## src/rtl/core/pcx_pkg.sv

```systemverilog
// Shared types, constants and register map of the PCX run-length line decoder.
`default_nettype none

package pcx_pkg;

	// Default depth of the command queue between front and back.
	localparam int unsigned CMDQ_DEPTH_DEF = 4;

	// A byte with both top bits set is a repeat count.
	localparam logic [7:0] COUNT_MARK = 8'hc0;
	localparam logic [5:0] COUNT_MASK = 6'h3f;

	// Register indexes on the configuration port.
	localparam logic [1:0] REG_BYTES_PER_LINE = 2'd0;
	localparam logic [1:0] REG_IMAGE_WIDTH    = 2'd1;
	localparam logic [1:0] REG_IMAGE_HEIGHT   = 2'd2;

	// Register reset values.
	localparam logic [15:0] BYTES_PER_LINE_RST = 16'd320;
	localparam logic [15:0] IMAGE_WIDTH_RST    = 16'd320;
	localparam logic [15:0] IMAGE_HEIGHT_RST   = 16'd200;

	// One decoded command: a pixel value repeated a number of times, or a count
	// byte that only checks whether the image is already done.
	typedef struct packed {
		logic       count_only;
		logic [5:0] reps;
		logic [7:0] value;
	} cmd_t;

	// Image geometry as held in the configuration registers.
	typedef struct packed {
		logic [15:0] bytes_per_line;
		logic [15:0] image_width;
		logic [15:0] image_height;
	} cfg_t;

	// Back end sequencer states.
	typedef enum logic {
		BK_IDLE,
		BK_RUN
	} bk_state_t;

endpackage

`default_nettype wire

```

## src/rtl/core/pcx_if.sv

```systemverilog
// Valid/ready channel interfaces for encoded bytes and decoded pixels.
`default_nettype none

interface pcx_in_if;
	logic       valid;
	logic       ready;
	logic [7:0] code_byte;

	modport source (output valid, output code_byte, input ready);
	modport sink (input valid, input code_byte, output ready);
endinterface

interface pcx_out_if;
	logic        valid;
	logic        ready;
	logic [7:0]  pixel;
	logic [15:0] column;
	logic [15:0] row;
	logic        last_of_input;
	logic        frame_end;

	modport source (output valid, output pixel, output column, output row,
		output last_of_input, output frame_end, input ready);
	modport sink (input valid, input pixel, input column, input row,
		input last_of_input, input frame_end, output ready);
endinterface

`default_nettype wire

```

## src/rtl/core/pcx_rle_line_decoder.sv

```systemverilog
// Top level of the PCX run-length line decoder with its configuration registers.
//
//   Channel  Direction  Handshake       Carries
//   code     in         valid/ready     code_byte
//   pixels   out        valid/ready     pixel, column, row, last_of_input, frame_end
//   APB      in         psel/penable    bytes_per_line, image_width, image_height
//
// A literal byte and a data byte with its repeat count each become one command that
// the back end expands, and a count byte passes through the front end and the back
// end, where it only checks for the end of the image. The pixel sequencer in the
// back end, one pixel per cycle within a run unless the output stalls, sets the rate.
// The command queue lets the front end keep taking bytes while a run expands.
// Reset is asynchronous and clears all control state; no clearing pass is needed.
// A stalled pixel output holds the sequencer; bytes then wait once the queue fills.
`default_nettype none

module pcx_rle_line_decoder #(
	parameter int unsigned CMDQ_DEPTH = pcx_pkg::CMDQ_DEPTH_DEF
) (
	input  wire logic        clk,
	input  wire logic        arst_n,
	pcx_in_if.sink           code,
	pcx_out_if.source        pixels,
	input  wire logic        psel,
	input  wire logic        penable,
	input  wire logic        pwrite,
	input  wire logic [3:0]  paddr,
	input  wire logic [31:0] pwdata,
	output logic [31:0]      prdata,
	output logic             pready
);
	import pcx_pkg::*;

	cfg_t cfg_q;
	logic cfg_wr;
	logic push;
	cmd_t push_cmd;
	logic full;
	logic pop;
	cmd_t pop_cmd;
	logic not_empty;

	// Configuration registers.
	assign pready = 1'b1;
	assign cfg_wr = psel && penable && pwrite && pready;

	always_ff @(posedge clk or negedge arst_n) begin
		if (!arst_n) begin
			cfg_q.bytes_per_line <= BYTES_PER_LINE_RST;
			cfg_q.image_width    <= IMAGE_WIDTH_RST;
			cfg_q.image_height   <= IMAGE_HEIGHT_RST;
		end else if (cfg_wr) begin
			case (paddr[3:2])
				REG_BYTES_PER_LINE: cfg_q.bytes_per_line <= pwdata[15:0];
				REG_IMAGE_WIDTH:    cfg_q.image_width    <= pwdata[15:0];
				REG_IMAGE_HEIGHT:   cfg_q.image_height   <= pwdata[15:0];
				default: begin
				end
			endcase
		end
	end

	// Register read-back.
	always_comb begin
		case (paddr[3:2])
			REG_BYTES_PER_LINE: prdata = {16'd0, cfg_q.bytes_per_line};
			REG_IMAGE_WIDTH:    prdata = {16'd0, cfg_q.image_width};
			REG_IMAGE_HEIGHT:   prdata = {16'd0, cfg_q.image_height};
			default:            prdata = '0;
		endcase
	end

	pcx_front u_front (
		.clk      (clk),
		.arst_n   (arst_n),
		.code     (code),
		.full     (full),
		.push     (push),
		.push_cmd (push_cmd)
	);

	pcx_cmdq #(
		.DEPTH (CMDQ_DEPTH)
	) u_cmdq (
		.clk       (clk),
		.arst_n    (arst_n),
		.push      (push),
		.push_cmd  (push_cmd),
		.full      (full),
		.pop       (pop),
		.pop_cmd   (pop_cmd),
		.not_empty (not_empty)
	);

	pcx_back u_back (
		.clk       (clk),
		.arst_n    (arst_n),
		.cfg       (cfg_q),
		.cmd_valid (not_empty),
		.cmd       (pop_cmd),
		.pop       (pop),
		.pixels    (pixels)
	);

endmodule

`default_nettype wire

```

## src/rtl/core/pcx_front.sv

```systemverilog
// Front end: accepts encoded bytes and turns them into repeat commands.
`default_nettype none

module pcx_front (
	input  wire logic         clk,
	input  wire logic         arst_n,
	pcx_in_if.sink            code,
	input  wire logic         full,
	output logic              push,
	output pcx_pkg::cmd_t     push_cmd
);
	import pcx_pkg::*;

	logic       await_q;
	logic [5:0] run_q;
	logic       accept;
	logic       is_count;

	// Bytes are taken whenever the queue has room.
	assign code.ready = !full;
	assign accept     = code.valid && code.ready;
	assign is_count   = (code.code_byte & COUNT_MARK) == COUNT_MARK;

	// Every byte becomes a command; a count byte only carries the image-done check.
	assign push                = accept;
	assign push_cmd.count_only = !await_q && is_count;
	assign push_cmd.reps       = await_q ? run_q : 6'd1;
	assign push_cmd.value      = code.code_byte;

	// Remember a pending count until its data byte arrives.
	always_ff @(posedge clk or negedge arst_n) begin
		if (!arst_n) begin
			await_q <= 1'b0;
			run_q   <= '0;
		end else if (accept) begin
			if (await_q) begin
				await_q <= 1'b0;
			end else if (is_count) begin
				await_q <= 1'b1;
				run_q   <= code.code_byte[5:0] & COUNT_MASK;
			end
		end
	end

endmodule

`default_nettype wire

```

## src/rtl/core/pcx_cmdq.sv

```systemverilog
// Short command queue that decouples the front end from the back end.
`default_nettype none

module pcx_cmdq #(
	parameter int unsigned DEPTH = pcx_pkg::CMDQ_DEPTH_DEF
) (
	input  wire logic           clk,
	input  wire logic           arst_n,
	input  wire logic           push,
	input  pcx_pkg::cmd_t       push_cmd,
	output logic                full,
	input  wire logic           pop,
	output pcx_pkg::cmd_t       pop_cmd,
	output logic                not_empty
);
	import pcx_pkg::*;

	localparam int unsigned PW = (DEPTH > 1) ? $clog2(DEPTH) : 1;
	localparam int unsigned CW = $clog2(DEPTH + 1);

	cmd_t          entry_q [DEPTH];
	logic [PW-1:0] wr_ptr_q;
	logic [PW-1:0] rd_ptr_q;
	logic [CW-1:0] count_q;
	logic          do_push;
	logic          do_pop;

	assign full      = count_q == CW'(DEPTH);
	assign not_empty = count_q != '0;
	assign do_push   = push && !full;
	assign do_pop    = pop && not_empty;
	assign pop_cmd   = entry_q[rd_ptr_q];

	// Entry storage.
	always_ff @(posedge clk) begin
		if (do_push) begin
			entry_q[wr_ptr_q] <= push_cmd;
		end
	end

	// Pointers and fill count.
	always_ff @(posedge clk or negedge arst_n) begin
		if (!arst_n) begin
			wr_ptr_q <= '0;
			rd_ptr_q <= '0;
			count_q  <= '0;
		end else begin
			if (do_push) begin
				wr_ptr_q <= (wr_ptr_q == PW'(DEPTH - 1)) ? '0 : wr_ptr_q + 1'b1;
			end
			if (do_pop) begin
				rd_ptr_q <= (rd_ptr_q == PW'(DEPTH - 1)) ? '0 : rd_ptr_q + 1'b1;
			end
			if (do_push && !do_pop) begin
				count_q <= count_q + 1'b1;
			end else if (do_pop && !do_push) begin
				count_q <= count_q - 1'b1;
			end
		end
	end

endmodule

`default_nettype wire

```

## src/rtl/core/pcx_back.sv

```systemverilog
// Back end: expands commands into pixels and tracks columns, lines and frame end.
`default_nettype none

module pcx_back (
	input  wire logic         clk,
	input  wire logic         arst_n,
	input  pcx_pkg::cfg_t     cfg,
	input  wire logic         cmd_valid,
	input  pcx_pkg::cmd_t     cmd,
	output logic              pop,
	pcx_out_if.source         pixels
);
	import pcx_pkg::*;

	bk_state_t   state_q;
	bk_state_t   state_d;
	logic [5:0]  reps_left_q;
	logic [7:0]  value_q;
	logic [16:0] end_col_q;
	logic        last_line_q;
	logic [16:0] col_q;
	logic [15:0] line_q;
	logic        done_q;

	logic        ovalid_q;
	logic [7:0]  opix_q;
	logic [15:0] ocol_q;
	logic [15:0] orow_q;
	logic        olast_q;
	logic        oend_q;

	logic        slot_free;
	logic        halt;
	logic        line_end;
	logic        step;
	logic        finish;
	logic        show;
	logic        last_pix;
	logic [15:0] line_next;
	logic [16:0] col_inc;

	// Status of the current command and line.
	assign slot_free = !ovalid_q || pixels.ready;
	assign halt      = done_q || (line_q >= cfg.image_height);
	assign line_end  = (cfg.bytes_per_line == '0) ? (end_col_q != '0)
		: (end_col_q >= {1'b0, cfg.bytes_per_line});
	assign step      = (state_q == BK_RUN) && ((reps_left_q == '0) || slot_free);
	assign finish    = step && (reps_left_q <= 6'd1);
	assign col_inc   = col_q + 17'd1;
	assign show      = step && (reps_left_q != '0) && (col_q < {1'b0, cfg.image_width});
	assign last_pix  = (reps_left_q == 6'd1) || (col_inc >= {1'b0, cfg.image_width});
	assign line_next = line_q + 16'd1;

	// Next state and queue pop; a count byte only checks for the end of the image.
	always_comb begin
		state_d = state_q;
		pop     = 1'b0;
		case (state_q)
			BK_IDLE: begin
				if (cmd_valid) begin
					pop = 1'b1;
					if (!halt && !cmd.count_only) begin
						state_d = BK_RUN;
					end
				end
			end
			BK_RUN: begin
				if (finish) begin
					state_d = BK_IDLE;
				end
			end
			default: begin
				state_d = BK_IDLE;
			end
		endcase
	end

	always_ff @(posedge clk or negedge arst_n) begin
		if (!arst_n) begin
			state_q <= BK_IDLE;
		end else begin
			state_q <= state_d;
		end
	end

	// Command setup, column and line counting.
	always_ff @(posedge clk or negedge arst_n) begin
		if (!arst_n) begin
			reps_left_q <= '0;
			col_q       <= '0;
			line_q      <= '0;
			done_q      <= 1'b0;
			last_line_q <= 1'b0;
			end_col_q   <= '0;
		end else begin
			if (state_q == BK_IDLE && pop) begin
				if (halt) begin
					done_q <= 1'b1;
				end else if (!cmd.count_only) begin
					reps_left_q <= cmd.reps;
					end_col_q   <= col_q + 17'(cmd.reps);
					last_line_q <= line_next >= cfg.image_height;
				end
			end
			if (step) begin
				if (reps_left_q != '0) begin
					col_q       <= col_inc;
					reps_left_q <= reps_left_q - 6'd1;
				end
				if (finish && line_end) begin
					col_q  <= '0;
					line_q <= line_next;
					if (last_line_q) begin
						done_q <= 1'b1;
					end
				end
			end
		end
	end

	// Pixel value of the current command.
	always_ff @(posedge clk) begin
		if (state_q == BK_IDLE && pop) begin
			value_q <= cmd.value;
		end
	end

	// Output register valid.
	always_ff @(posedge clk or negedge arst_n) begin
		if (!arst_n) begin
			ovalid_q <= 1'b0;
		end else if (show) begin
			ovalid_q <= 1'b1;
		end else if (pixels.ready) begin
			ovalid_q <= 1'b0;
		end
	end

	// Output register payload.
	always_ff @(posedge clk) begin
		if (show) begin
			opix_q  <= value_q;
			ocol_q  <= col_q[15:0];
			orow_q  <= line_q;
			olast_q <= last_pix;
			oend_q  <= last_pix && line_end && last_line_q;
		end
	end

	assign pixels.valid         = ovalid_q;
	assign pixels.pixel         = opix_q;
	assign pixels.column        = ocol_q;
	assign pixels.row           = orow_q;
	assign pixels.last_of_input = olast_q;
	assign pixels.frame_end     = oend_q;

endmodule

`default_nettype wire

```

## src/flat_wrapper.sv

```systemverilog
// flat-port wrapper written by rule: the top's interface ports become plain ports
module pcx_rle_line_decoder_flat import pcx_pkg::*;
#(
	parameter int unsigned CMDQ_DEPTH = pcx_pkg::CMDQ_DEPTH_DEF
)
  (clk, arst_n, psel, penable, pwrite, paddr, pwdata, prdata, pready, code_valid, code_code_byte, code_ready, pixels_valid, pixels_pixel, pixels_column, pixels_row, pixels_last_of_input, pixels_frame_end, pixels_ready);
  pcx_in_if code_i ();
  pcx_out_if pixels_i ();
  input  wire logic clk;
  input  wire logic arst_n;
  input  wire logic psel;
  input  wire logic penable;
  input  wire logic pwrite;
  input  wire logic [3:0] paddr;
  input  wire logic [31:0] pwdata;
  output logic [31:0] prdata;
  output logic pready;
  input wire logic [$bits(code_i.valid)-1:0] code_valid;
  input wire logic [$bits(code_i.code_byte)-1:0] code_code_byte;
  output wire logic [$bits(code_i.ready)-1:0] code_ready;
  output wire logic [$bits(pixels_i.valid)-1:0] pixels_valid;
  output wire logic [$bits(pixels_i.pixel)-1:0] pixels_pixel;
  output wire logic [$bits(pixels_i.column)-1:0] pixels_column;
  output wire logic [$bits(pixels_i.row)-1:0] pixels_row;
  output wire logic [$bits(pixels_i.last_of_input)-1:0] pixels_last_of_input;
  output wire logic [$bits(pixels_i.frame_end)-1:0] pixels_frame_end;
  input wire logic [$bits(pixels_i.ready)-1:0] pixels_ready;
  assign code_i.valid = code_valid;
  assign code_i.code_byte = code_code_byte;
  assign code_ready = code_i.ready;
  assign pixels_valid = pixels_i.valid;
  assign pixels_pixel = pixels_i.pixel;
  assign pixels_column = pixels_i.column;
  assign pixels_row = pixels_i.row;
  assign pixels_last_of_input = pixels_i.last_of_input;
  assign pixels_frame_end = pixels_i.frame_end;
  assign pixels_i.ready = pixels_ready;
  pcx_rle_line_decoder #(.CMDQ_DEPTH(CMDQ_DEPTH)) u_core (.clk(clk), .arst_n(arst_n), .code(code_i), .pixels(pixels_i), .psel(psel), .penable(penable), .pwrite(pwrite), .paddr(paddr), .pwdata(pwdata), .prdata(prdata), .pready(pready));
endmodule
```

## config.mk

```make
export PLATFORM = sky130hd
export DESIGN_NAME = pcx_rle_line_decoder_flat
export DESIGN_NICKNAME = d
export VERILOG_FILES = /design/src/rtl/core/pcx_pkg.sv /design/src/rtl/core/pcx_if.sv /design/src/rtl/core/pcx_rle_line_decoder.sv /design/src/rtl/core/pcx_front.sv /design/src/rtl/core/pcx_cmdq.sv /design/src/rtl/core/pcx_back.sv /design/src/flat_wrapper.sv
export SDC_FILE = /design/constraint.sdc
export NUM_CORES = 1
export LEC_CHECK = 0
export BUFFER_PORTS_ARGS = -buffer_cell sky130_fd_sc_hd__buf_2
export CAP_MARGIN = 0
export CORE_MARGIN = 2
export CORE_UTILIZATION = 35
export CTS_CLUSTER_SIZE = 30
export DETAILED_ROUTE_END_ITERATION = 12
export GPL_ROUTABILITY_DRIVEN = 0
export GPL_TIMING_DRIVEN = 0
export MAX_ROUTING_LAYER = met4
export SYNTH_ARGS = -nofsm -noshare
export SYNTH_HDL_FRONTEND = slang
export SYNTH_SLANG_ARGS = --single-unit
export TNS_END_PERCENT = 20
```

## constraint.sdc

```tcl
create_clock -name clk -period 4.1 [get_ports clk]
set_clock_uncertainty 0.1 [all_clocks]
set_input_delay 0.41 -clock clk [delete_from_list [all_inputs] [get_ports clk]]
set_output_delay 0.41 -clock clk [all_outputs]
set_load 0.02 [all_outputs]
```

# Word-level counts from Yosys, hierarchy flattened
# Memory sizes are Yosys's and may differ from the RTL's.
# Index checks and enable logic that the tools add are counted.
[op_classes] add_sub_neg=8 order_cmp=6 eq_ne=7 muxes=31 bitwise=4 n_reduce_logical=44
[op_table] op="one-hot mux 16 bit (3 select lines)" n=1
[op_table] op="2-to-1 mux 6 bit" n=6
[op_table] op="greater-or-equal comparator 17 x 16 -> 1 bit" n=2
[op_table] op="2-to-1 mux 17 bit" n=2
[op_table] op="greater-or-equal comparator 16 bit" n=2
[op_table] op="adder 17 x 1 -> 17 bit (second input constant)" n=1
[op_table] op="adder 17 x 6 -> 17 bit" n=1
[op_table] op="logical AND 1 bit" n=17
[op_table] op="< comparator 17 x 16 -> 1 bit" n=1
[op_table] op="2-to-1 mux 1 bit" n=17
[op_table] op="nonzero test 17 bit" n=1
[op_table] op="adder 16 x 1 -> 16 bit (second input constant)" n=1
[op_table] op="zero test 16 bit" n=1
[op_table] op="AND reduction 2 bit" n=5
[op_table] op="equality test 2 bit (second input constant)" n=4
[op_table] op="zero test 1 bit" n=7
[op_table] op="equality test 6 x 1 -> 1 bit (second input constant)" n=1
[op_table] op="<= comparator 6 x 1 -> 1 bit (second input constant)" n=1
[op_table] op="zero test 6 bit" n=1
[op_table] op="2-to-1 mux 3 bit" n=2
[op_table] op="AND reduction 3 bit" n=2
[op_table] op="nonzero test 2 bit" n=3
[op_table] op="nonzero test 6 bit" n=1
[op_table] op="subtractor 6 x 1 -> 6 bit (second input constant)" n=1
[op_table] op="other kinds (11)" n=19
[word_totals] reg_bits=172 mem_bits_rw=60 output_inout_bits=77 memories=1
[mem_list] memory="u_core.u_cmdq.entry_q" words=4 word_bits=15 read_ports=1 rd_ports_with_merged_regs=0 wr=1 line="pcx_cmdq.sv:21" text="cmd_t entry_q [DEPTH];"

# Logic depth before layout (Yosys ltp)
[logic_depth] depth_word=8 ltp_mapped=13 mapped_depth_nobuf=13

# Cells and area by module
# Synthesis repeated with hierarchy kept, for this count alone.
[unflattened] cells_unflattened=1026 hier_area_um2=12443.2
[by_module_without_submodules] mod="pcx_back" instances=1 cells_each=697 area_each_um2=7021.7 seq_area_each_um2=3002.9
[by_module_without_submodules] mod="pcx_cmdq" instances=1 cells_each=116 area_each_um2=2673.8 seq_area_each_um2=1976.9
[by_module_without_submodules] mod="pcx_rle_line_decoder" instances=1 cells_each=178 area_each_um2=2341.0 seq_area_each_um2=1209.9
[by_module_without_submodules] mod="pcx_front" instances=1 cells_each=35 area_each_um2=406.6 seq_area_each_um2=175.2

# Least setup slack after synthesis
# OpenSTA, ideal clock, no wires.
[synth_timing] path_kind="reg-to-reg" from="register u_core.u_cmdq.rd_ptr_q[1]" to="register u_core.u_back.end_col_q[16]" setup_time_ns=0.125 arrival_ns=2.992 required_ns=3.875 setup_slack_ns=0.883 path_stages_with_launch=13 cell_sequence="dfrtp_1 > clkbuf_1 > clkbuf_1 > mux4_1 > ha_1 > inv_1 > fa_1 > nor2b_1 > o31a_1 > o31ai_1 > nor3_1 > xor2_1 > mux2_4"
[synth_via] elab_chain_len=3 word_cells_on_any_way=4 classes_between="1 x add/sub; 1 x bitwise; 1 x reduce/logical; 1 x memory"
[synth_rtl] element="start: declaration" line="pcx_cmdq.sv:23" text="logic [PW-1:0] rd_ptr_q;"
[synth_rtl] element="start signal: assignment" line="pcx_cmdq.sv:52" text="rd_ptr_q <= (rd_ptr_q == PW'(DEPTH - 1)) ? '0 : rd_ptr_q + 1'b1;"
[synth_rtl] element="memory (4 x 15 bit) *"
[synth_rtl] element="branches (longest 2 deep; another with adder 17 x 6 -> 17 bit)"
[synth_rtl] element="end signal: assignment" line="pcx_back.sv:101" text="end_col_q <= col_q + 17'(cmd.reps);"
[synth_rtl] element="end: declaration" line="pcx_back.sv:19" text="logic [16:0] end_col_q;"
# Mark *: on every way between the ends.
# A chain may end at the register's enable or synchronous reset.

# Worst setup path after layout
[layout_timing] from="register u_core.u_back.col_q[0]" to="register u_core.u_back.oend_q (netlist: u_core.u_back.pixels.frame_end) (data pin)"
[layout_via] elab_chain_len=5
[layout_rtl] element="start: declaration" line="pcx_back.sv:21" text="logic [16:0] col_q;"
[layout_rtl] element="start signal: assignment" line="pcx_back.sv:107" text="col_q <= col_inc;"
[layout_rtl] element="adder 17 x 1 -> 17 bit" line="pcx_back.sv:49" text="assign col_inc = col_q + 17'd1;"
[layout_rtl] element="greater-or-equal comparator 17 x 16 -> 1 bit" line="pcx_back.sv:51" text="assign last_pix = (reps_left_q == 6'd1) || (col_inc >= {1'b0, cfg.image_width});"
[layout_rtl] element="logical OR 1 bit" line="pcx_back.sv:51"
[layout_rtl] element="logical AND 1 bit (2 in series)" line="pcx_back.sv:146" text="oend_q <= last_pix && line_end && last_line_q;"
[layout_rtl] element="end signal: assignment" line="pcx_back.sv:146"
[layout_rtl] element="end: declaration" line="pcx_back.sv:30" text="logic oend_q;"
# No other way between the ends.

==> qor.yml <==
sta:
  max_freq_mhz: 259.1
  finalMaxSlewViolations: 0
  min_period_ns: 3.860
  rsz0062_at_grt: "no"
  relSlewSlack_pct: 21.83
  setup_violations: 0
  tightest_slew_ns: 1.165
  fin_ws_ns: 0.2397
  whs_ns: 0.01539
  fin_crit_sh_pct: 94.15
  timing_hold_violations_final: 0
critical_path:
  cp_max_fo: 7
  endpoint_kind: "flop"
  r2r_slack_ns: 0.24
  cp.required_ns: 4.26
  timing.rr.start: "u_core.u_back.col_q[0]$_DFFE_PN0P_"
  worst-endpoint-arrival_ns: 4.02
  critPathLaunchType: "flop"
  rr_worst_depth: 12
  reg2reg_to: "u_core.u_back.pixels.frame_end$_DFFE_PP_"
  crit_type: "flop to flop"
job:
  cap_viol_max_count: 0
routing:
  drtIter0Drc: 521
  ant_nets: 0
  wl_met3_microns: 1375
  routed_wl_microns: 29190
  viasPerCell: 4.967
  highest_layer: "met4"
  met2_wirelength_microns: 13900
  met1_length_microns: 13310
  drc: 0
  drtPass1Iterations: 5
  wl_per_cell_microns: 17.61
  vias: 8236
grt:
  grt_antenna_before_repair: 3
  grt_max_degree: 89
  grt_overflow: 0
  grt.total_usage_pct: 16.74
  grt_pass1_wl_microns: 45820
  grt_pass1_vias: 8238
yosys:
  syn_inst: 1036
  synthTopCellsByCount: "dfrtp_1 (115), edfxtp_1 (110), ha_1 (97)"
  ys_async_sr_fraction_pct: 52.59
  synth_top_area_share_pct: 27.15
  synth-edff-count: 110
  synth_ff_type: "dfrtp_1"
  synth_top_area_cell: "edfxtp_1"
  synth_area_per_cell_sq_um: 11.74
  yosysSeqAreaShare_pct: 52.32
  ys_ff_latch: 232
  yosysUniqueCellTypes: 62
  synthTopCellsByArea: "edfxtp_1 (27%), dfrtp_1 (24%), ha_1 (10%)"
  synthMostInstantiatedCell: "dfrtp_1"
  syn_area_sq_um: 12170
  synth_warnings: 0
power:
  power_density_nw_per_um2: 628.8
  p_leak_uw: 0.006284
  peakVddDrop_v: 0.0004499
clocking:
  cts_sinks: 232
  cts_buffer_depth: 3
  cts_tree: "built"
  htree_num_levels: 1
  clkLatencyLatePin_ns: 0.54
  cts_root_buf: "clkbuf_16"
  clkTransAtPathRegs_ns: 0.06
  cts_made_buffers: 26
floorplan:
  core_area_sq_um: 34370
  die_h_microns: 190.4
  dieArea_sq_um: 36270
  initial_core_util_pct: 35.39
  io_pins: 128
  die_w_microns: 190.4
  rows: 68
status:
  status: "completed"
hold_path:
  hold_start: "pwdata[3]"
  min_to: "u_core.cfg_q[3]$_DFFE_PN1P_"
  whs_path_depth: 3
  hold_path.class: "input pin to flop"
place:
  place_ws_ns: 0.04533
  postPlaceCellArea_sq_um: 13310
  portBuffers: 92
  dp_hpwl_microns: 22330
layout:
  fin_util_pct: 41.39
  drive_above_1_share_pct: 18.33
  areaGrowthSynthToFinish_pct: 16.96
  fin_nets: 1330
  design_area_sq_um: 14230
worst max-delay path, stage by stage, from the launching register on:
cell and delay [ns]:
dfrtp_1 0.51, ha_1 0.26, nand3_1 0.19, nor2_1 0.26, nand3_1 0.19, nor2_1 0.21, xor2_1 0.10, ha_1 0.31
nand4_1 0.21, nor4_1 0.34, nand2_1 0.08, and3_1 0.22, a2111oi_0 0.59
layout by cell type, fill, tap and decap left out, types with 5 or more instances in the layout:
| master | n |
|---|---|
| dlygate4sd3_1 | 7 |
| nand2b_1 | 8 |
| ha_1 | 97 |
| mux2_4 | 8 |
| nor3_1 | 15 |
| o21a_1 | 8 |
| and2_1 | 6 |
| dfstp_2 | 7 |
| nor4_1 | 22 |
| nor2b_1 | 5 |
| buf_2 | 93 |
| edfxtp_1 | 110 |
| clkbuf_1 | 33 |
| buf_1 | 5 |
| clkbuf_16 | 26 |
| buf_4 | 18 |
| mux4_2 | 11 |
| inv_1 | 64 |
| dfrtp_1 | 115 |
| a21oi_1 | 39 |
| and3_1 | 12 |
| nor4b_1 | 5 |
| o21ai_0 | 63 |
| xor2_1 | 44 |
| a21o_1 | 17 |
| nand4_1 | 15 |
| mux2i_1 | 16 |
| conb_1 | 17 |
| mux2_2 | 30 |
| a211oi_1 | 7 |
| xnor2_1 | 32 |
| nor2_1 | 61 |
| nand3_1 | 22 |
| nand2_1 | 87 |
where the power goes:
| part | leakage (uW) | internal (uW) | switching (uW) |
|---|---|---|---|
| combinational | 0.00333 | 1260 | 1810 |
| sequential | 0.00255 | 3200 | 410 |
| clock | 0.000403 | 1330 | 941 |
| total | 0.00628 | 5790 | 3160 |
sequential cells by signal, summed over array words and instances, names as in the netlist, 16 cells and up:
signal,flops
u_core.u_cmdq.entry_q,60
u_core.u_back.end_col_q,17
u_core.cfg_q,48
u_core.u_back.pixels.row,16
u_core.u_back.pixels.column,16
u_core.u_back.col_q,17
u_core.u_back.line_q,16
logic make-up after synthesis:
| logic type | share of synthesized area, % |
|---|---|
| simple gates | 11.25 |
| flops | 52.32 |
| compound gates | 8.166 |
| buf+inv | 4.443 |
| fa+ha+maj | 10.31 |
| xor+xnor | 5.472 |
| mux | 7.981 |
| other cells | 0.06173 |
area by class of cell:
type                       count  area, sq um
fill                        3324        20140
sequential                   232         6365
multi-input combinational    700         5323
clock buffer                  33        696.9
timing repair buffer         101        584.3
tap                          455        569.3
buffer                        55        300.3
inverter                      64        240.2
clock inverter                15        142.6
antenna                        3        7.507
how the worst max path moves through the flow:
stage,to,startpoint,cells after the start
detailed placement,u_core.u_back.end_col_q[16]$_DFFE_PN0P_,u_core.u_cmdq.rd_ptr_q[1]$_DFFE_PN0P_,12
CTS,u_core.u_back.pixels.frame_end$_DFFE_PP_,u_core.u_back.col_q[0]$_DFFE_PN0P_,12
finish,u_core.u_back.pixels.frame_end$_DFFE_PP_,u_core.u_back.col_q[0]$_DFFE_PN0P_,12
floorplan,u_core.u_back.end_col_q[16]$_DFFE_PN0P_,u_core.u_cmdq.rd_ptr_q[1]$_DFFE_PN0P_,12
global route,u_core.u_back.pixels.frame_end$_DFFE_PP_,u_core.u_back.col_q[0]$_DFFE_PN0P_,12
global placement,u_core.u_back.pixels.row[12]$_DFFE_PP_,u_core.u_back.reps_left_q[0]$_DFF_PN0_,6
per-layer routing:
layer | track usage (%) | vias to the layer above
li1 | - | 4004
met1 | 22.37 | 4035
met2 | 26.83 | 157
met3 | 2.797 | 40
met4 | 3.697 | 0
met5 | - | -
per-stage QoR:
| stage | cells | total power (uW) | TNS, ns |
|---|---|---|---|
| floorplan | 1051 | 5748 | 0 |
| global placement | 1598 | 6646 | -3.526 |
| detailed placement | 1600 | 6740 | 0 |
| CTS | 1655 | 9062 | 0 |
| global route | 1658 | 9557 | 0 |
| finish | 1658 | 8947 | 0 |
what timing repair did:
item                                    4_1_cts  5_1_grt
hold buffers                                  7        0
hold endpoints to repair                     58        0
endpoints found under the setup margin        1        0
buffers inserted                              0        0
gates resized for setup                       1        0
(Power assumes the default switching activity.)
